$ cat src/hdl/ler_pkg.sv
`timescale 1ns / 1ps

package ler_pkg;

   // Datapath widths. The gain-scaled offset carries 16 guard bits below
   // the Q16.16 point and stays under 2^49 through all micro-rotations.
   localparam int XY_W = 52;
   // Angle in Q32 radians, at most about pi/2 in magnitude.
   localparam int Z_W = 35;

   // Degree constants in Q16.16.
   localparam logic [24:0] DEG_FULL     = 25'd23592960;
   localparam logic [24:0] DEG_HALF     = 25'd11796480;
   localparam logic [24:0] DEG_QUARTER  = 25'd5898240;
   localparam logic [24:0] DEG_3QUARTER = 25'd17694720;

   // Inverse CORDIC gain in Q30.
   localparam logic signed [31:0] GAIN_Q30 = 32'sd652032874;

   // Reduction of whole degrees modulo 360: the integer part is biased by
   // 92 turns so it is never negative, then divided by a reciprocal.
   localparam logic [16:0] DEG_BIAS   = 17'd33120;
   localparam logic [12:0] RECIP_360  = 13'd5825;
   localparam logic [16:0] DEG_TURN   = 17'd360;

   localparam logic [63:0] ONE_Q60 = 64'd1 << 60;

   typedef struct packed {
      logic signed [31:0] start_x;
      logic signed [31:0] start_y;
      logic signed [31:0] end_x;
      logic signed [31:0] end_y;
      logic signed [31:0] angle_deg;
   } req_word_type;

   typedef struct packed {
      logic signed [31:0] new_end_x;
      logic signed [31:0] new_end_y;
      logic               saturated;
   } rsp_word_type;

   typedef struct packed {
      logic signed [31:0] sx;
      logic signed [31:0] sy;
   } pivot_type;

   typedef struct packed {
      logic signed [XY_W-1:0] x;
      logic signed [XY_W-1:0] y;
      logic signed [Z_W-1:0]  z;
      pivot_type              pivot;
   } cordic_word_type;

   // Unsigned 64-bit quotient by restoring long division, used only while
   // the constant tables are built.
   function automatic logic [63:0] udiv64(input logic [63:0] num, input logic [63:0] den);
      logic [63:0] quo;
      logic [64:0] rem;
      quo = 64'd0;
      rem = 65'd0;
      for (int b = 63; b >= 0; b--) begin
         rem = {rem[63:0], num[b]};
         if (rem >= {1'b0, den}) begin
            rem    = rem - {1'b0, den};
            quo[b] = 1'b1;
         end
      end
      return quo;
   endfunction

   // atan(2^-i) in Q60 by the alternating series, for i of one or more.
   function automatic logic [63:0] atan_pow2_q60(input int unsigned i);
      logic [63:0] p;
      logic [63:0] sum;
      logic [63:0] k;
      logic        sub;
      p   = ONE_Q60 >> i;
      sum = 64'd0;
      k   = 64'd1;
      sub = 1'b0;
      while (p != 64'd0) begin
         if (sub) begin
            sum = sum - udiv64(p, k);
         end else begin
            sum = sum + udiv64(p, k);
         end
         sub = !sub;
         k   = k + 64'd2;
         p   = p >> (2 * i);
      end
      return sum;
   endfunction

   // atan(1/3) in Q60 by the same series.
   function automatic logic [63:0] atan_inv3_q60();
      logic [63:0] p;
      logic [63:0] sum;
      logic [63:0] k;
      logic        sub;
      p   = udiv64(ONE_Q60, 64'd3);
      sum = 64'd0;
      k   = 64'd1;
      sub = 1'b0;
      while (p != 64'd0) begin
         if (sub) begin
            sum = sum - udiv64(p, k);
         end else begin
            sum = sum + udiv64(p, k);
         end
         sub = !sub;
         k   = k + 64'd2;
         p   = udiv64(p, 64'd9);
      end
      return sum;
   endfunction

   localparam logic [63:0] QUARTER_PI_Q60 = atan_pow2_q60(1) + atan_inv3_q60();

   // pi/180 in Q40.
   localparam logic signed [35:0] RAD_PER_DEG_Q40 =
      36'((((64'd4 * QUARTER_PI_Q60) / 180) + (64'd1 << 19)) >> 20);

   // Micro-rotation angle of step i, Q32 radians, rounded.
   function automatic logic [31:0] atan_q32(input int unsigned i);
      logic [63:0] full;
      full = (i == 0) ? QUARTER_PI_Q60 : atan_pow2_q60(i);
      return 32'((full + (64'd1 << 27)) >> 28);
   endfunction

endpackage

$ cat src/hdl/ler_prep.sv
`timescale 1ns / 1ps

module ler_prep (
   input  logic                     clock,
   input  logic                     reset,
   input  logic                     adv,
   input  logic                     in_valid,
   input  ler_pkg::req_word_type    in_word,
   output logic                     out_valid,
   output ler_pkg::cordic_word_type out_word
);

   localparam int XW = ler_pkg::XY_W;
   localparam int ZW = ler_pkg::Z_W;

   logic [5:0] vld_ff, vld_in;
   ler_pkg::pivot_type pivot_ff [0:5];

   // Stage 1: offsets and biased whole degrees.
   logic signed [32:0] dx_ff, dx_in, dy_ff, dy_in;
   logic [16:0] u1_ff, u1_in;
   logic [15:0] lo1_ff;

   // Stage 2: products.
   logic signed [63:0] px_ff, px_in, py_ff, py_in;
   logic [29:0] pu_ff, pu_in;
   logic [16:0] u2_ff;
   logic [15:0] lo2_ff;

   // Stage 3: reduced angle and scaled offset.
   logic [8:0] qe;
   logic [16:0] rem_full, rem_fix;
   logic [24:0] a3_ff, a3_in;
   logic signed [XW-1:0] x3_ff, y3_ff;

   // Stage 4: folded angle and quarter turn.
   logic signed [25:0] a_s;
   logic signed [25:0] ang_full;
   logic signed [23:0] ang4_ff;
   logic signed [XW-1:0] x4_ff, x4_in, y4_ff, y4_in;

   // Stage 5 and 6: conversion to radians.
   logic signed [59:0] pz5_ff, pz5_in, pz_round;
   logic signed [XW-1:0] x5_ff, y5_ff, x6_ff, y6_ff;
   logic signed [ZW-1:0] z6_ff;

   assign vld_in = {vld_ff[4:0], in_valid};

   assign dx_in = 33'(in_word.end_x) - 33'(in_word.start_x);
   assign dy_in = 33'(in_word.end_y) - 33'(in_word.start_y);
   assign u1_in = 17'($signed(in_word.angle_deg[31:16])) + ler_pkg::DEG_BIAS;

   assign px_in = 64'(dx_ff) * 64'(ler_pkg::GAIN_Q30);
   assign py_in = 64'(dy_ff) * 64'(ler_pkg::GAIN_Q30);
   assign pu_in = 30'(u1_ff) * 30'(ler_pkg::RECIP_360);

   // The reciprocal estimate is the true quotient or one less, so one
   // conditional subtract finishes the remainder.
   assign qe       = pu_ff[29:21];
   assign rem_full = u2_ff - 17'(qe) * ler_pkg::DEG_TURN;
   assign rem_fix  = (rem_full >= ler_pkg::DEG_TURN) ? rem_full - ler_pkg::DEG_TURN
                                                     : rem_full;
   assign a3_in    = {rem_fix[8:0], lo2_ff};

   always_comb begin
      a_s = $signed({1'b0, a3_ff});
      if (a3_ff <= ler_pkg::DEG_QUARTER) begin
         ang_full = a_s;
         x4_in    = x3_ff;
         y4_in    = y3_ff;
      end else if (a3_ff <= ler_pkg::DEG_HALF) begin
         ang_full = a_s - $signed({1'b0, ler_pkg::DEG_QUARTER});
         x4_in    = -y3_ff;
         y4_in    = x3_ff;
      end else if (a3_ff < ler_pkg::DEG_3QUARTER) begin
         ang_full = a_s - $signed({1'b0, ler_pkg::DEG_3QUARTER});
         x4_in    = y3_ff;
         y4_in    = -x3_ff;
      end else begin
         ang_full = a_s - $signed({1'b0, ler_pkg::DEG_FULL});
         x4_in    = x3_ff;
         y4_in    = y3_ff;
      end
   end

   assign pz5_in   = 60'(ang4_ff) * 60'(ler_pkg::RAD_PER_DEG_Q40);
   assign pz_round = pz5_ff + 60'sd8388608;

   always_ff @(posedge clock) begin
      if (reset) begin
         vld_ff <= '0;
      end else if (adv) begin
         vld_ff <= vld_in;
      end
   end

   always_ff @(posedge clock) begin
      if (adv) begin
         pivot_ff[0] <= '{sx: in_word.start_x, sy: in_word.start_y};
         for (int s = 1; s < 6; s++) begin
            pivot_ff[s] <= pivot_ff[s-1];
         end
         dx_ff   <= dx_in;
         dy_ff   <= dy_in;
         u1_ff   <= u1_in;
         lo1_ff  <= in_word.angle_deg[15:0];
         px_ff   <= px_in;
         py_ff   <= py_in;
         pu_ff   <= pu_in;
         u2_ff   <= u1_ff;
         lo2_ff  <= lo1_ff;
         a3_ff   <= a3_in;
         x3_ff   <= XW'(px_ff >>> 14);
         y3_ff   <= XW'(py_ff >>> 14);
         ang4_ff <= ang_full[23:0];
         x4_ff   <= x4_in;
         y4_ff   <= y4_in;
         pz5_ff  <= pz5_in;
         x5_ff   <= x4_ff;
         y5_ff   <= y4_ff;
         z6_ff   <= pz_round[24 +: ZW];
         x6_ff   <= x5_ff;
         y6_ff   <= y5_ff;
      end
   end

   assign out_valid      = vld_ff[5];
   assign out_word.x     = x6_ff;
   assign out_word.y     = y6_ff;
   assign out_word.z     = z6_ff;
   assign out_word.pivot = pivot_ff[5];

endmodule

$ cat config.mk
export PLATFORM = sky130hd
export DESIGN_NAME = ler_prep
export DESIGN_NICKNAME = d
export VERILOG_FILES = /design/src/hdl/ler_pkg.sv /design/src/hdl/ler_prep.sv
export SDC_FILE = /design/constraint.sdc
export NUM_CORES = 2
export LEC_CHECK = 0
export ABC_CLOCK_PERIOD_IN_PS = 7200
export BUFFER_PORTS_ARGS = -buffer_cell sky130_fd_sc_hd__buf_2
export CAP_MARGIN = 30
export CORE_MARGIN = 4
export CORE_UTILIZATION = 55
export DETAILED_ROUTE_END_ITERATION = 16
export GPL_ROUTABILITY_DRIVEN = 1
export GPL_TIMING_DRIVEN = 0
export PLACE_DENSITY = 0.74
export SLEW_MARGIN = 25
export SYNTH_ARGS = -nofsm -noshare
export SYNTH_HDL_FRONTEND = slang
export SYNTH_SLANG_ARGS = --single-unit
$ cat constraint.sdc
create_clock -name clock -period 7.2 [get_ports clock]
set_input_delay 0.36 -clock clock [delete_from_list [all_inputs] [get_ports clock]]
set_output_delay 0.36 -clock clock [all_outputs]
set_load 0.005 [all_outputs]
=== Word level (Yosys, flattened, before mapping) ===
Memories as Yosys holds them, arrays and structs flattened.
Cells that the tools add are included.

* $lt $le $gt $ge: 4
* Mux-type cells: 12
* $add $sub $neg: 11
* $mul: 5

{| class="wikitable"
|+ Operators by type and width
! operator !! number
|-
| $mux W52 || 6
|-
| $mul A33 B30 Y63 const B || 2
|-
| $neg A50 Y52 || 2
|-
| $mux W24 || 3
|-
| $sub A32 B32 Y33 || 2
|-
| $add A59 B25 Y59 const B || 1
|-
| $mul A24 B36 Y59 const B || 1
|-
| $sub A24 B23 Y24 const B || 2
|-
| $mul A17 B13 Y30 const B || 1
|-
| $le A25 B23 Y1 const B || 1
|-
| $le A25 B24 Y1 const B || 1
|-
| $lt A25 B25 Y1 const B || 1
|-
| $sub A24 B20 Y24 const B || 1
|-
| $add A17 B16 Y17 const B || 1
|-
| $ge A17 B9 Y1 const B || 1
|-
| $sub A17 B17 Y17 || 1
|-
| $mul A9 B6 Y14 const B || 1
|-
| $mux W9 || 1
|-
| $sub A9 B9 Y9 const B || 1
|-
| $mux W1 || 2
|}

* Input port bits: 164
* Register bits: 849
* Bits in writable memories: 384
* Memories kept: 1
* Word-level logic and storage cells: 55
* Output and inout port bits: 204

{| class="wikitable"
|+ Memories
! name !! words !! width !! read ports !! clocked after Yosys merged registers in !! write ports !! RTL line !! source
|-
| pivot_ff || 6 || 64 || 6 || 0 || 6 || ler_prep.sv:17 || <nowiki>ler_pkg::pivot_type pivot_ff [0:5];</nowiki>
|}

=== Logic depth before layout (Yosys ltp) ===
* Word-level depth: 4
* Gate-level depth with buffers: 29
* Gate-level depth less buffers: 28

=== Worst setup path before layout ===
OpenSTA, ideal clock, no wires.

* Path kind: reg-to-reg
* Start point: reg dx_ff[32]
* End point: reg px_ff[63], data pin
* Buffers on the path: 1
* Period minus slack after synthesis: 7.838 ns
* Setup time: 0.265 ns
* Arrival: 7.573 ns
* Stages on the path, launching flop included: 21
* Data required time: 6.935 ns
* Setup slack: -0.638 ns
* Cells stage by stage: edfxtp_1 clkinv_1 o21ai_0 fa_1 fa_1 fa_1 fa_1 inv_1 fa_1 inv_1 ha_1 clkbuf_1 and3_1 nand2_1 o21ai_0 nand2_1 a2111oi_0 nor4_1 o21bai_1 a21oi_1 xnor2_1

* Word-level cells in the longest chain between the ends: 1

{| class="wikitable"
|+ RTL lines
! item !! RTL line !! source
|-
| start, declared || ler_prep.sv:20 || <nowiki>logic signed [32:0] dx_ff, dx_in, dy_ff, dy_in;</nowiki>
|-
| start signal, assigned || ler_prep.sv:103 || <nowiki>dx_ff <= dx_in;</nowiki>
|-
| $mul A33 B30 Y63 || ler_prep.sv:53 || <nowiki>assign px_in = 64'(dx_ff) * 64'(ler_pkg::GAIN_Q30);</nowiki>
|-
| named net px_in[63] || ler_prep.sv:25 || <nowiki>logic signed [63:0] px_ff, px_in, py_ff, py_in;</nowiki>
|-
| end signal, assigned || ler_prep.sv:107 || <nowiki>px_ff <= px_in;</nowiki>
|-
| end, declared || ler_prep.sv:25 ||
|}

The timed path passes the listed nets, and every way through them passes these cells.
A chain may end at the register's enable or synchronous reset.

=== Worst setup path in the final report ===
* Start point: reg dx_ff[17]
* End point: reg px_ff[63], data pin

Same word-level chain as after synthesis.

==> results.md <==
| Step | Quantity | This run |
| --- | --- | --- |
| layout | Post-synthesis to final-layout area growth | 18.1% |
| timing | Worst Skew | 83.9 ps |
| layout | Nets | 11,913 |
| layout | Fill count | 13,300 |
| floorplan | Total core area | 179,000 um^2 |
| worst setup path | CP Class | register to register |
| placed design | Placement-stage worst setup slack | -1640 ps |
| logic synthesis | Post-Synthesis Cells | 8,256 |
| timing | Final setup slack of the worst path | -181 ps |
| cts | Clock buffers created by TritonCTS | 120 |
| drt | Routed wirelength normalized by instance count | 22.8 um |
| global routing | Initial antenna violation count | 5 |
| logic synthesis | Syn Nets | 10,926 |
| timing | Number of failing setup endpoints in the final timing report | 14 |
| floorplan | Die Footprint | 187,000 um^2 |
| floorplan | Rows | 155 |
| status | Failing checks | negative setup slack |
| logic synthesis | Mean area per synthesized cell | 12.0 um^2 |
| logic synthesis | Seq/Total Area, Yosys | 35.2% |
| drt | Post-detailed-routing wire length | 267,000 um |
| worst setup path | Slowest library cell on the worst path | sky130_fd_sc_hd__fa_1 |
| global routing | Global-route wire length before repair | 402,000 um |
| placed design | # port buffers | 367 |
| floorplan | Chip Height | 432 um |
| timing | Transition time at the pin with the least slew margin | 981 ps |
| worst setup path | Req. time, crit path | 7780 ps |
| logic synthesis | Synth warnings | 0 |
| timing | Relative slew slack | 34.4% |
| global routing | Via count of the first global-routing pass | 67,310 |
| cts | Buffer type at the clock tree root | sky130_fd_sc_hd__clkbuf_16 |
| timing | Final worst path period need | 7380 ps |
| global routing | Total global-route track usage | 28.7% |
| timing | Setup repair after global routing missed its margin | true |
| drt | Routed vias | 63,698 |
| layout | Share of layout cells above drive strength 1 | 17.0% |
| min path | Hold crit path type | input port to register |
| cts | Max Root-Sink Buffers | 3 |
| worst setup path | Maximum fanout along the worst path | 7 |
| drt | DRT antenna net count | 0 |
| timing | Final number of hold-violating endpoints | 0 |
| timing | Upper clock frequency limit | 135 MHz |
| layout | Area occupied by registers | 34,900 um^2 |
| worst setup path | Largest stage delay, worst path | 560 ps |
| drt | Number of DRC violations after detailed-routing iteration 0 | 4,076 |
| logic synthesis | Fraction of post-synthesis cell area in the top cell type by area | 35.1% |
| logic synthesis | Main flop type after synthesis | sky130_fd_sc_hd__edfxtp_1 |
| job | Total of max-cap violations | 0 |
| worst setup path | Critical path startpoint category | register |
| drt | Number of search-and-repair iterations in the first detailed-routing pass | 6 |
| status | Run status | finished with violations |
| cts | Clk pin slew, worst setup/hold paths | 60 ps |
| floorplan | Starting density of the core | 55.4% |
| global routing | Maximum number of pins on one net before global-route repair | 142 |
| logic synthesis | Number of distinct library cell variants in the gate-level netlist after synthesis | 86 |
| cts | Clock tree from TritonCTS | done |
| layout | Core Util, Final | 65.4% |
| cts | CTS Sinks | 1,163 |
| layout | Area of combinational cells with multiple inputs | 60,200 um^2 |
| worst setup path | Number of buffers and inverters on the critical path | 6 |
| cts | Number of H-tree branching levels | 3 |
| floorplan | Num ports | 368 |
| timing | Final worst path period share | 103% |
| logic synthesis | FF+latch count, synth | 1,163 |
| logic synthesis | Fraction of registers with async set or reset after synthesis | 0% |
| worst setup path | Top delay family on crit path | adder cells |
| logic synthesis | Number of enable-type register cells in the synthesized netlist | 1,157 |
| logic synthesis | Ranking of synthesized cells by area | sky130_fd_sc_hd__edfxtp_1 35%, sky130_fd_sc_hd__fa_1 25%, sky130_fd_sc_hd__ha_1 16% |
| worst setup path | Most common cell on crit path | sky130_fd_sc_hd__fa_1 |
| worst setup path | Arrival time at the worst endpoint | 7960 ps |
| global routing | Global route overflow | 0 |
| logic synthesis | Post-synthesis instance area | 99,000 um^2 |
| timing | Max-slew violation total from the final report | 0 |
| drt | Via density per instance | 5.44 |
| logic synthesis | Library cell with the largest summed area after synthesis | sky130_fd_sc_hd__edfxtp_1 |
| placed design | GPL Wtd Cong | 0.986 |
| drt | Residual DRC | 0 |
| placed design | Final HPWL from detailed placement | 210,000 um |
| cts | Clock insertion delay at the later pin of the skew report | 810 ps |
| floorplan | Horizontal extent of the die | 432 um |
| worst setup path | Kind of capture point of the worst setup path | register |
-- through the flow --
step	std cells	cell area, um^2	TNS [ps]	hold WS, ps
after floorplan	8256	99100	-116	400
after global placement	10978	104000	-	400
after detailed placement	10993	104000	-69020	405
after CTS	11580	114000	-520	26.6
after global routing	11702	117000	-5320	50.7
final	11703	117000	-1170	74.7
-- cell usage in the layout, fill, tap and decap left out, drive strengths merged, types with 21 or more instances in the layout --
master,netlist,routed
a211oi,28,28
a21o,182,182
a21oi,311,311
a22o,23,23
a31oi,35,35
buf,3,784
clkbuf,86,194
clkinv,1,54
dlygate4sd3,0,107
edfxtp,1157,1157
fa,1236,1236
ha,1270,1270
inv,2039,2047
nand2,245,245
nand2b,35,35
nand3,87,87
nand4,44,44
nor2,215,215
nor2b,37,37
nor3,97,97
nor4,22,22
o21a,44,44
o21ai,244,244
o21bai,35,35
o31ai,26,26
or2,22,22
or3,30,30
or4,21,21
xnor2,234,234
xor2,231,231
-- worst min-delay path, delay by kind of cell --
family,cells,cell delay (ps)
fa+ha+maj,1,150
buf+inv,1,80
xor+xnor,1,120
-- cells in the mapped netlist, types with 86 or more instances --
cell / count
sky130_fd_sc_hd__nor3_1: 95
sky130_fd_sc_hd__o21ai_0: 217
sky130_fd_sc_hd__ha_1: 1270
sky130_fd_sc_hd__edfxtp_1: 1157
sky130_fd_sc_hd__clkbuf_1: 86
sky130_fd_sc_hd__nand2_1: 243
sky130_fd_sc_hd__a21o_1: 182
sky130_fd_sc_hd__a21oi_1: 311
sky130_fd_sc_hd__fa_1: 1236
sky130_fd_sc_hd__inv_1: 2039
sky130_fd_sc_hd__xnor2_1: 234
sky130_fd_sc_hd__nor2_1: 213
sky130_fd_sc_hd__xor2_1: 231
sky130_fd_sc_hd__nand3_1: 87
-- cell type report --
class,count,area share [%]
multi-input cells,4964,51.5
flip-flops and latches,1163,29.8
inverters,2040,6.58
repair buffers,887,5.68
clock buffers,131,2.61
well taps,2355,2.52
clock inverters,94,0.945
plain buffers,67,0.320
diodes,2,0.00428
-- flip-flops by register name, indices dropped and copies added, names as in the netlist, 50 cells and up --
name	count
pivot_ff	384
px_ff	50
py_ff	50
x3_ff	50
x4_ff	52
x5_ff	52
x6_ff	52
y3_ff	50
y4_ff	52
y5_ff	52
y6_ff	52
-- path summary, 6_finish.rpt --
kind / start / to / slack [ps] / cells past startpoint
worst max-delay path: dx_ff[17] / px_ff[63] / -180 / 25
worst min-delay path: in_word[55] / dy_ff[23] / 70 / 3
worst max register to register: dx_ff[17] / px_ff[63] / -180 / 25
worst min register to register: py_ff[39] / y3_ff[25] / 360 / 0
-- per-layer routing --
metal / wire [um] / part of all wire, % / track usage [%]
met1: 106000 / 40 / 36.8
met2: 131000 / 49 / 48.3
met3: 14900 / 5.6 / 4.00
met4: 15400 / 5.8 / 13.6
met5: 14 / 0.0053 / 0
-- logic make-up after synthesis --
logic type | Yosys count | share of synthesized area (%)
buffers and inverters | 2129 | 8.08
flip-flops | 1163 | 35.2
AO/OA/AOI/OAI | 1066 | 6.81
adder cells (fa/ha/maj) | 2506 | 41.1
AND/OR/NAND/NOR | 910 | 4.54
XOR/XNOR | 465 | 4.11
multiplexers | 17 | 0.172
-- timing repair --
item / 4_1_cts / 5_1_grt
hold endpoints to repair: 135 / 0
hold buffers: 107 / 0
setup endpoints to repair: 105 / 68
gates resized for setup: 494 / 336
pin swaps: 139 / 190
buffers inserted: 273 / 125
Power is not shown: default switching activity piles up to over one toggle a cycle in this logic, so the estimate is an artifact.
