--- src/hdl/ler_pkg.sv ---
`timescale 1ns / 1ps

package ler_pkg;

   // Datapath widths. The gain-scaled offset carries 16 guard bits below
   // the Q16.16 point and stays under 2^49 through all micro-rotations.
   localparam int XY_W = 52;
   // Angle in Q32 radians, at most about pi/2 in magnitude.
   localparam int Z_W = 35;

   // Degree constants in Q16.16.
   localparam logic [24:0] DEG_FULL     = 25'd23592960;
   localparam logic [24:0] DEG_HALF     = 25'd11796480;
   localparam logic [24:0] DEG_QUARTER  = 25'd5898240;
   localparam logic [24:0] DEG_3QUARTER = 25'd17694720;

   // Inverse CORDIC gain in Q30.
   localparam logic signed [31:0] GAIN_Q30 = 32'sd652032874;

   // Reduction of whole degrees modulo 360: the integer part is biased by
   // 92 turns so it is never negative, then divided by a reciprocal.
   localparam logic [16:0] DEG_BIAS   = 17'd33120;
   localparam logic [12:0] RECIP_360  = 13'd5825;
   localparam logic [16:0] DEG_TURN   = 17'd360;

   localparam logic [63:0] ONE_Q60 = 64'd1 << 60;

   typedef struct packed {
      logic signed [31:0] start_x;
      logic signed [31:0] start_y;
      logic signed [31:0] end_x;
      logic signed [31:0] end_y;
      logic signed [31:0] angle_deg;
   } req_word_type;

   typedef struct packed {
      logic signed [31:0] new_end_x;
      logic signed [31:0] new_end_y;
      logic               saturated;
   } rsp_word_type;

   typedef struct packed {
      logic signed [31:0] sx;
      logic signed [31:0] sy;
   } pivot_type;

   typedef struct packed {
      logic signed [XY_W-1:0] x;
      logic signed [XY_W-1:0] y;
      logic signed [Z_W-1:0]  z;
      pivot_type              pivot;
   } cordic_word_type;

   // Unsigned 64-bit quotient by restoring long division, used only while
   // the constant tables are built.
   function automatic logic [63:0] udiv64(input logic [63:0] num, input logic [63:0] den);
      logic [63:0] quo;
      logic [64:0] rem;
      quo = 64'd0;
      rem = 65'd0;
      for (int b = 63; b >= 0; b--) begin
         rem = {rem[63:0], num[b]};
         if (rem >= {1'b0, den}) begin
            rem    = rem - {1'b0, den};
            quo[b] = 1'b1;
         end
      end
      return quo;
   endfunction

   // atan(2^-i) in Q60 by the alternating series, for i of one or more.
   function automatic logic [63:0] atan_pow2_q60(input int unsigned i);
      logic [63:0] p;
      logic [63:0] sum;
      logic [63:0] k;
      logic        sub;
      p   = ONE_Q60 >> i;
      sum = 64'd0;
      k   = 64'd1;
      sub = 1'b0;
      while (p != 64'd0) begin
         if (sub) begin
            sum = sum - udiv64(p, k);
         end else begin
            sum = sum + udiv64(p, k);
         end
         sub = !sub;
         k   = k + 64'd2;
         p   = p >> (2 * i);
      end
      return sum;
   endfunction

   // atan(1/3) in Q60 by the same series.
   function automatic logic [63:0] atan_inv3_q60();
      logic [63:0] p;
      logic [63:0] sum;
      logic [63:0] k;
      logic        sub;
      p   = udiv64(ONE_Q60, 64'd3);
      sum = 64'd0;
      k   = 64'd1;
      sub = 1'b0;
      while (p != 64'd0) begin
         if (sub) begin
            sum = sum - udiv64(p, k);
         end else begin
            sum = sum + udiv64(p, k);
         end
         sub = !sub;
         k   = k + 64'd2;
         p   = udiv64(p, 64'd9);
      end
      return sum;
   endfunction

   localparam logic [63:0] QUARTER_PI_Q60 = atan_pow2_q60(1) + atan_inv3_q60();

   // pi/180 in Q40.
   localparam logic signed [35:0] RAD_PER_DEG_Q40 =
      36'((((64'd4 * QUARTER_PI_Q60) / 180) + (64'd1 << 19)) >> 20);

   // Micro-rotation angle of step i, Q32 radians, rounded.
   function automatic logic [31:0] atan_q32(input int unsigned i);
      logic [63:0] full;
      full = (i == 0) ? QUARTER_PI_Q60 : atan_pow2_q60(i);
      return 32'((full + (64'd1 << 27)) >> 28);
   endfunction

endpackage

--- src/hdl/ler_post.sv ---
`timescale 1ns / 1ps

module ler_post (
   input  logic                     clock,
   input  logic                     reset,
   input  logic                     adv,
   input  logic                     in_valid,
   input  ler_pkg::cordic_word_type in_word,
   output logic                     rsp_valid,
   output ler_pkg::rsp_word_type    rsp_word
);

   localparam logic signed [36:0] SAT_HI = 37'sd2147483647;
   localparam logic signed [36:0] SAT_LO = -37'sd2147483648;

   logic [1:0] vld_ff, vld_in;
   logic signed [ler_pkg::XY_W-1:0] xsum, ysum;
   logic signed [35:0] xr_ff, yr_ff;
   ler_pkg::pivot_type pivot_ff;
   logic signed [36:0] fx, fy;
   logic clip_x, clip_y;
   ler_pkg::rsp_word_type rsp_ff, rsp_in;

   assign vld_in = {vld_ff[0], in_valid};

   // Round away the 16 guard bits, half up.
   assign xsum = in_word.x + ler_pkg::XY_W'(32768);
   assign ysum = in_word.y + ler_pkg::XY_W'(32768);

   assign fx = 37'(pivot_ff.sx) + 37'(xr_ff);
   assign fy = 37'(pivot_ff.sy) + 37'(yr_ff);

   always_comb begin
      clip_x = 1'b1;
      clip_y = 1'b1;
      if (fx > SAT_HI) begin
         rsp_in.new_end_x = SAT_HI[31:0];
      end else if (fx < SAT_LO) begin
         rsp_in.new_end_x = SAT_LO[31:0];
      end else begin
         rsp_in.new_end_x = fx[31:0];
         clip_x = 1'b0;
      end
      if (fy > SAT_HI) begin
         rsp_in.new_end_y = SAT_HI[31:0];
      end else if (fy < SAT_LO) begin
         rsp_in.new_end_y = SAT_LO[31:0];
      end else begin
         rsp_in.new_end_y = fy[31:0];
         clip_y = 1'b0;
      end
      rsp_in.saturated = clip_x | clip_y;
   end

   always_ff @(posedge clock) begin
      if (reset) begin
         vld_ff <= '0;
      end else if (adv) begin
         vld_ff <= vld_in;
      end
   end

   always_ff @(posedge clock) begin
      if (adv) begin
         xr_ff    <= xsum[16 +: 36];
         yr_ff    <= ysum[16 +: 36];
         pivot_ff <= in_word.pivot;
         rsp_ff   <= rsp_in;
      end
   end

   assign rsp_valid = vld_ff[1];
   assign rsp_word  = rsp_ff;

endmodule

--- config.mk ---
export PLATFORM = sky130hd
export DESIGN_NAME = ler_post
export DESIGN_NICKNAME = d
export VERILOG_FILES = /design/src/hdl/ler_pkg.sv /design/src/hdl/ler_post.sv
export SDC_FILE = /design/constraint.sdc
export NUM_CORES = 1
export LEC_CHECK = 0
export ABC_AREA = 0
export BUFFER_PORTS_ARGS = -buffer_cell sky130_fd_sc_hd__clkbuf_2
export CAP_MARGIN = 20
export CORE_AREA = 2 2 146 148
export DETAILED_ROUTE_END_ITERATION = 7
export DIE_AREA = 0 0 148 150
export PLACE_DENSITY = 0.85
export RECOVER_POWER = 50
export SYNTH_ARGS = -nofsm -noshare
export SYNTH_HDL_FRONTEND = slang
export SYNTH_SLANG_ARGS = --single-unit
--- constraint.sdc ---
create_clock -name clock -period 7.3 [get_ports clock]
set_clock_uncertainty 0.2 [all_clocks]
set_input_delay 1.095 -clock clock [delete_from_list [all_inputs] [get_ports clock]]
set_output_delay 1.095 -clock clock [all_outputs]
set_load 0.01 [all_outputs]
### After elaboration in Yosys (flattened, before gate mapping)

Index checks and enable logic that the tools add are counted.

| word-level totals | value |
|---|---|
| word-level logic and storage cells | 23 |
| bits in registers | 203 |
| output and inout port bits | 66 |

| cells by class | value |
|---|---|
| bitwise logic cells | 1 |
| muxes and demuxes | 6 |
| magnitude comparators | 4 |
| $add $sub $neg | 4 |

Operators with widths:

| cell | number |
|---|---|
| $add A52 B17 Y52 const B | 2 |
| $add A32 B36 Y37 | 2 |
| $gt A37 B32 Y1 const B | 2 |
| $lt A37 B32 Y1 const B | 2 |
| $mux W32 | 2 |
| $mux W1 | 4 |
| $or A1 B1 Y1 | 1 |

### Depth between registers and ports, before layout

Gate-level depths: netlist of run 1.

| depth | value |
|---|---|
| word-level depth | 5 |
| gate-level depth with buffers | 13 |
| depth with buffers taken out | 12 |

### Least setup slack after synthesis of run 1

OpenSTA, ideal clock, no wires.

| path | value |
|---|---|
| path kind | reg2reg |
| from | register yr_ff[0] |
| to | register rsp_ff (netlist bit rsp_word[14]), data pin |
| path buffers | 1 |
| data arrival time | 3.050 ns |
| path slack | 3.790 ns |
| cell stages (with the launch flop) | 14 |
| data required time | 6.841 ns |
| path through | edfxtp_1 > ha_1 > fa_1 > a21o_1 > a31oi_1 > o21ai_1 > a21o_1 > a41o_1 > nor3_1 > o22ai_1 > a211o_1 > o21ai_4 > buf_6 > nand3_2 |

| on the way | value |
|---|---|
| word-level cells in the longest chain between the ends | 3 |
| elaborated cells between the ends (all ways) | 4 |
| those cells by class | add/sub (1); order compare (2); mux (1) |

Ends and longest elaborated chain:

| what | line | text |
|---|---|---|
| start, declared | ler_post.sv:18 | `logic signed [35:0] xr_ff, yr_ff;` |
| start signal, assigned | ler_post.sv:66 | `yr_ff <= ysum[16 +: 36];` |
| $add A32 B36 Y37 * | ler_post.sv:31 | `assign fy = 37'(pivot_ff.sy) + 37'(yr_ff);` |
| $lt A37 B32 Y1 | ler_post.sv:46 | `end else if (fy < SAT_LO) begin` |
| $mux W32 | ler_post.sv:46 |  |
| end signal, assigned | ler_post.sv:68 | `rsp_ff <= rsp_in;` |
| end, declared | ler_post.sv:22 | `ler_pkg::rsp_word_type rsp_ff, rsp_in;` |

Mark *: on every way between the ends. The rest lies on a longest branch, timed or not.
A chain may end at the register's enable or synchronous reset.

### Worst setup path in the final report of run 1

| path | value |
|---|---|
| from | register yr_ff[0] |
| to | register rsp_ff (netlist bit rsp_word[18]), data pin |

Same word-level chain as after synthesis.

==> metrics.txt, run 1 <==
worst slew pin tran 1.018 ns; register area share after synthesis 50.95%; Synth-to-Final Area Change 16.86%; YS warnings 0; Synth Flop Type edfxtp_1; Chip Width 148 um; Power per Cell Area 257.3 mW/mm2; CP Max Fanout 26; post-route ant nets 0; Post-synth EDFFs 201; relative slew slack 31.48%; Reg2Reg Depth 12; Worst-path clk slew 0.06 ns; Max Cap Viol 0; Pre-Repair DR Iteration Count 7; Hold Violations, Final 0; FF+latch count, synth 203; fmax 0.2245 GHz; Hold Crit Class reg2reg; Req. time, crit path 7.30 ns; number of global-route vias before repair 8,746; setup_tns 0 ns; Tcrit/Tclk final 61.02%; Via-to-Cell Ratio 5.923; cts hold-fix bufs 0; mux share of post-synthesis cell area 0.3358%; routed length per instance 17.70 um; postcts setup bufs 0; starting DRC count in detailed routing 699; Placed Area 0.01323 mm2; Startpoint Class register; Critical Path AT 4.45 ns; critical hold path startpoint vld_ff[1]; DIE AREA 0.02220 mm2; post-synth top area share 50.62%; Gate Count Post-Synth 1,052; post-synth net total 1,335; Starting Density 57.63%; core footprint 0.02069 mm2; final net count 1,543; htree depth 1; simple-gate portion of the synthesized area 12.86%; CP Launch Point yr_ff[0]; DRC violations left 0; Max rail drop VDD 0.2152 mV; Site Rows 53; Worst setup EP type register; Yosys top cell by area edfxtp_1; Yosys cell types 77; CTS buffer count 23; Cell Count, Final, Fillers Out 1,550; Reg2Reg Setup Slack 2.85 ns; RSZ-0062 raised after global routing false; cell area after layout 0.01393 mm2; wirelength, routed 27,430 um; max-slew violations 0; Top Ports 273; first-pass GRT wire length 42,710 um; post_cts resized 0; number of cells after detailed placement 1,510; status completed; RD Place Congestion 0.8943; largest net degree at the start of global routing 128; initial antenna violation count 1; Setup Crit Path Kind reg2reg; aggregate global routing overflow 0; Synth Area in Adders 8.101%; clk sinks 203; Final Setup Violations 0; post-synthesis compound-gate area fraction 16.64%; Leakage 5.460 nW; vias post-DR 9,180; Root Buffer clkbuf_16; CP endpoint rsp_word[18]; Die Span Y 150 um; top cells by area, synth edfxtp_1, ha_1, xnor2_1, xor2_1, a21oi_1; xor and xnor area share after synthesis 9.402%; Post-DP HPWL 20,340 um; RR Endpoint rsp_word[18]; Async S/R FF share, synth 0%; largest family of logic cells by synthesized area compound AO/OA/AOI/OAI gates; GR Util All Layers 23.92%; synthesized area per cell 11.33 um2; Port Buf Inserts 207; layout cells sized above 1 19.31%; FF-to-FF Start yr_ff[0]; synthesized cell area 0.01192 mm2; Worst-Skew Late Latency 0.50 ns; CTS tree done; Tmin final 4.455 ns; clk buf depth 3
## Yosys cell counts, types with 7 or more instances
master and count:
o211ai_1 13, a21o_1 30, nor2b_1 9, nand2b_1 7, a31oi_1 11, nor3_1 15
and4_1 8, o21bai_1 9, nand4_1 21, o21ai_1 37, a211oi_1 7, clkbuf_1 15
o21ai_0 34, xor2_1 48, ha_1 74, nand3_1 49, edfxtp_1 201, a21oi_1 68
nand2_1 73, xnor2_1 80, and2_1 12, o21a_1 12, and3_1 24, or3_1 7
inv_1 20, nor2_1 52, o21ai_2 9
## area by class of cell
class	instances	area (um2)
multi-input combinational	802	5665
sequential	203	6076
clock buffer	31	645.6
clock inverter	8	90.09
tap	275	344.1
antenna	1	2.502
timing repair buffer	210	1036
fill	1542	6755
inverter	20	75.07
## cell usage in the layout (no fill, tap or decap), types with 5 or more instances in the layout
cell type | netlist | final
a211oi_1 | 7 | 7
a21o_1 | 30 | 30
a21oi_1 | 68 | 68
a31oi_1 | 11 | 10
and2_1 | 12 | 11
and3_1 | 24 | 24
and4_1 | 8 | 8
clkbuf_1 | 15 | 29
clkbuf_16 | 0 | 23
clkbuf_2 | 4 | 181
clkbuf_8 | 0 | 5
edfxtp_1 | 201 | 201
ha_1 | 74 | 74
inv_1 | 20 | 20
nand2_1 | 73 | 73
nand2b_1 | 7 | 7
nand3_1 | 49 | 49
nand4_1 | 21 | 21
nor2_1 | 52 | 52
nor2b_1 | 9 | 9
nor3_1 | 15 | 15
nor4_1 | 6 | 6
o2111ai_1 | 5 | 5
o211ai_1 | 13 | 13
o21a_1 | 12 | 12
o21ai_0 | 34 | 34
o21ai_1 | 37 | 37
o21ai_2 | 9 | 9
o21bai_1 | 9 | 9
or2_2 | 5 | 5
or3_1 | 7 | 7
xnor2_1 | 80 | 80
xor2_1 | 48 | 48
## flip-flops by register name (all words and copies together), names as in the netlist
| register | cells |
|---|---|
| pivot_ff | 64 |
| rsp_word | 65 |
| vld_ff | 2 |
| yr_ff | 36 |
| xr_ff | 36 |
## worst max-delay path, cell delays in order (launching register included)
cell and delay, ns:
edfxtp_1 0.41, ha_1 0.25, fa_1 0.41, a21o_1 0.21, a31oi_1 0.18, o21ai_1 0.18, a21o_1 0.28, a41o_1 0.25
nor3_1 0.36, o22ai_1 0.13, a211o_1 0.38, o21ai_4 0.69, o21ai_1 0.21
## metal layers
layer / vias up / wire (um) / GRT usage, %
met1: 4336 / 11750 / 32.24
met2: 340 / 12890 / 39.44
met4: 0 / 756 / 7.952
li1: 4454 / - / -
met5: - / 0 / 0
met3: 50 / 2038 / 4.268
## cell families after synthesis
logic type      after synthesis
fa+ha+maj                    76
mux                           4
compound gates              295
simple gates                299
buf+inv                      47
flops                       203
xor+xnor                    128
## report_power, final
group	total (mW)	switching, mW	internal, mW
Clock	1.13	0.442	0.685
Sequential	1.50	0.0520	1.45
Combinational	0.957	0.581	0.376
## stage by stage
stage | total power, mW | utilization [%] | hold WS, ns | worst slack, ns
finish | 3.585 | 67.35 | 0.2953 | 2.845
global route | 3.761 | 67.35 | 0.3366 | 2.628
CTS | 3.602 | 67.49 | 0.3015 | 2.915
detailed placement | 2.470 | 63.93 | 0.2875 | 2.962
global placement | 2.442 | 63.93 | 0.2753 | 3.017
floorplan | 2.159 | - | 0.2601 | 3.790
## worst min-delay path by stage
stage	end	depth (start not counted)
after detailed placement	vld_ff[1]	2
after floorplan	vld_ff[0]	2
after global routing	vld_ff[1]	2
final	vld_ff[1]	2
after global placement	vld_ff[1]	2
after CTS	vld_ff[1]	2
No activity file was read; power rests on OpenSTA's default activity.
==> run 2, diff against run 1 <==
--- a/config.mk
+++ b/config.mk
@@ -5,13 +5,13 @@
 export SDC_FILE = /design/constraint.sdc
 export NUM_CORES = 1
 export LEC_CHECK = 0
-export ABC_AREA = 0
+export ABC_AREA = 1
 export BUFFER_PORTS_ARGS = -buffer_cell sky130_fd_sc_hd__clkbuf_2
 export CAP_MARGIN = 20
-export CORE_AREA = 2 2 146 148
+export CORE_AREA = 2 2 163 165
 export DETAILED_ROUTE_END_ITERATION = 7
-export DIE_AREA = 0 0 148 150
-export PLACE_DENSITY = 0.85
+export DIE_AREA = 0 0 165 167
+export PLACE_DENSITY = 0.78
 export RECOVER_POWER = 50
 export SYNTH_ARGS = -nofsm -noshare
 export SYNTH_HDL_FRONTEND = slang
==> constraint.sdc (replaced) <==
create_clock -name clock -period 3.9 [get_ports clock]
set_clock_uncertainty 0.2 [all_clocks]
set_input_delay 0.585 -clock clock [delete_from_list [all_inputs] [get_ports clock]]
set_output_delay 0.585 -clock clock [all_outputs]
set_load 0.01 [all_outputs]
==> run 2 against run 1 <==
  * The flow now finishes with violations (capacitance limit, slew limit)
  * Combinational power rose by 100%
  * Cell area is 8.9% higher
  * Via count is 14% higher
  * Clock power grew 92%
  * First-iteration DRC count down 9.7%
  * Critical endpoint is now yr_ff[31]
  * Critical path type is now in2reg
==> metrics.txt, run 2 <==
status finished, violations left (was completed); violated checks capacitance limit, slew limit; Top Ports 273 (unchanged); Site Rows 59 (was 53); core footprint 0.02576 mm2 (was 0.02069 mm2); Worst-path clk slew 0.06 ns (about the same); count leader, synth nand2_1 (was edfxtp_1); Power per Cell Area 461.6 mW/mm2 (was 257.3 mW/mm2); clk sinks 203 (unchanged); aggregate global routing overflow 0 (unchanged); DIE AREA 0.02756 mm2 (was 0.02220 mm2); clk buf depth 3 (unchanged); layout cells sized above 1 18.99% (was 19.31%); Top Layer Used met5 (was met4); final setup margin 0.5366 ns (was 2.845 ns); RSZ-0062 raised after global routing false (unchanged); synthesized cell area 0.01305 mm2 (was 0.01192 mm2); Worst-Skew Late Latency 0.51 ns (was 0.50 ns); Starting Density 50.67% (was 57.63%); Root Buffer clkbuf_16 (unchanged); synthesized area per cell 8.726 um2 (was 11.33 um2); Final Setup Violations 0 (unchanged); htree depth 1 (unchanged); Yosys top cell by area edfxtp_1 (unchanged); Port Buf Inserts 207 (unchanged); Cell Count, Final, Fillers Out 2,074 (was 1,550); Max Cap Viol 1 (was 0); cts hold-fix bufs 0 (unchanged); Pre-Repair DR Iteration Count 6 (was 7); fill count 2,247 (was 1,542); Setup WS pre-CTS 0.5817 ns (was 2.962 ns); Tcrit/Tclk final 86.24%; largest net degree at the start of global routing 89 (was 128); YS warnings 0 (unchanged); Setup Crit Path Kind in2reg (was reg2reg); vias post-DR 10,493 (was 9,180); top cells by area, synth edfxtp_1, nand2_1, ha_1, xor2_1, inv_1 (was edfxtp_1, ha_1, xnor2_1, xor2_1, a21oi_1); Worst setup EP type register (unchanged); first-pass GRT wire length 47,270 um (was 42,710 um); Startpoint Class input pin (was register); Gate Count Post-Synth 1,496 (was 1,052); Post-DP HPWL 24,100 um (was 20,340 um); Post-synth EDFFs 201 (unchanged); most frequent cells in the layout nand2_1, edfxtp_1, clkbuf_2 (was edfxtp_1, clkbuf_2, xnor2_1); Async S/R FF share, synth 0% (unchanged); post-synth top area share 46.24% (was 50.62%); met3 routed wirelength 1552 um (was 2038 um); wirelength, routed 29,510 um (was 27,430 um); routed length per instance 14.23 um (was 17.70 um); Largest register FFs 65 (unchanged); relative slew slack -71.80% (was 31.48%); Hold Violations, Final 0 (unchanged); post-synth net total 1,779 (was 1,335); postcts setup bufs 0 (unchanged); number of global-route vias before repair 10,000 (was 8,746); Hold Crit Class in2reg (was reg2reg); most common cell after layout, fill and taps aside nand2_1 (was edfxtp_1); Req. time, crit path 3.84 ns (was 7.30 ns); Critical-path top delay cell clkbuf_1 (was o21ai_4); met2 WL 14,300 um (was 12,890 um); Max rail drop VDD 0.3499 mV (was 0.2152 mV); number of cells after detailed placement 2,032 (was 1,510); CP max stage delay 1.80 ns (was 0.69 ns); wire length on met1 12,770 um (was 11,750 um); Synth top cells by count nand2_1, edfxtp_1, inv_1 (was edfxtp_1, xnor2_1, ha_1); setup_tns 0 ns (unchanged); sum of buffers and inverters on the critical path 2 (was 0); worst-path cell chain clkbuf_1, clkbuf_2 (was ha_1, fa_1, a21o_1, a31oi_1, o21ai_1, a21o_1, a41o_1, nor3_1, o22ai_1, a211o_1, o21ai_4, o21ai_1); CTS tree done (unchanged); initial antenna violation count 2 (was 1); CP Max Fanout 48 (was 26); Critical Path AT 3.30 ns (was 4.45 ns); Yosys cell types 48 (was 77); Via-to-Cell Ratio 5.059 (was 5.923); max-slew violations 48 (was 0); Chip Width 165 um (was 148 um); fmax 0.2973 GHz; starting DRC count in detailed routing 631 (was 699); post-route ant nets 0 (unchanged); worst slew pin tran 2.577 ns (was 1.018 ns); Synth Flop Type edfxtp_1 (unchanged); post_cts resized 0 (unchanged); GR Util All Layers 21.37% (was 23.92%); Synth-to-Final Area Change 16.25% (was 16.86%); Leakage 6.975 nW (was 5.460 nW); Top Family by Delay on Critical Path buffers and inverters (was compound AO/OA/AOI/OAI gates); register area share after synthesis 46.54% (was 50.95%); Die Span Y 167 um (was 150 um); final net count 2,005 (was 1,543); CTS buffer count 23 (unchanged); Tmin final 3.363 ns; FF+latch count, synth 203 (unchanged); DRC violations left 0 (unchanged); RD Place Congestion 0.9324 (was 0.8943)
## run 2: final timing paths
path                             startpoint            to  slack [ns]  cells past startpoint
worst max-delay path                    adv     yr_ff[31]        0.54                      2
worst min-delay path            in_word[55]  pivot_ff[55]        0.04                      1
worst max register to register     yr_ff[0]  rsp_word[13]        0.55                     16
worst min register to register    vld_ff[0]     vld_ff[1]        0.25                      2
## run 2: cell type report
cell class / instances / area (um2) / area share, %
Multi-Input combinational cell: 1119 / 6216 / 40.96
Sequential cell: 203 / 6076 / 40.04
Timing Repair Buffer: 214 / 1085 / 7.149
Clock buffer: 28 / 624.3 / 4.114
Inverter: 161 / 604.3 / 3.983
Tap cell: 335 / 419.2 / 2.762
Clock inverter: 13 / 147.6 / 0.9730
Antenna cell: 1 / 2.502 / 0.01649
## run 2: cell families (layout without fill, tap and decap cells)
logic type,after synthesis,in the layout,synth area share [%]
AO/OA/AOI/OAI,137,137,5.732
XOR/XNOR,98,98,6.575
adder cells (fa/ha/maj),76,76,7.400
buffers and inverters,174,416,5.569
flip-flops,203,203,46.54
other,0,1,0
AND/OR/NAND/NOR,808,808,28.18
## run 2: stage by stage
| step | hold WS, ns | utilization (%) | area [um2] | total power, mW |
|---|---|---|---|---|
| floorplan | 0.2303 | - | 13050 | 4.278 |
| global placement | 0.2367 | 56.13 | 14460 | 4.853 |
| detailed placement | 0.2488 | 56.13 | 14460 | 4.877 |
| CTS | 0.02058 | 59.12 | 15230 | 7.065 |
| global route | 0.02910 | 58.90 | 15170 | 7.427 |
| finish | 0.04144 | 58.90 | 15170 | 7.004 |
## run 2: where the power goes
group / leakage (nW) / switching, mW / internal (mW)
clock: 0.381 / 0.839 / 1.33
combinational: 4.62 / 1.26 / 0.707
sequential: 1.97 / 0.0985 / 2.77
total: 6.98 / 2.20 / 4.81
## run 2: metal layers
metal | up-vias | GRT usage (%)
li1 | 5445 | -
met1 | 4688 | 27.46
met2 | 289 | 37.36
met3 | 69 | 2.615
met4 | 2 | 6.730
met5 | - | 0
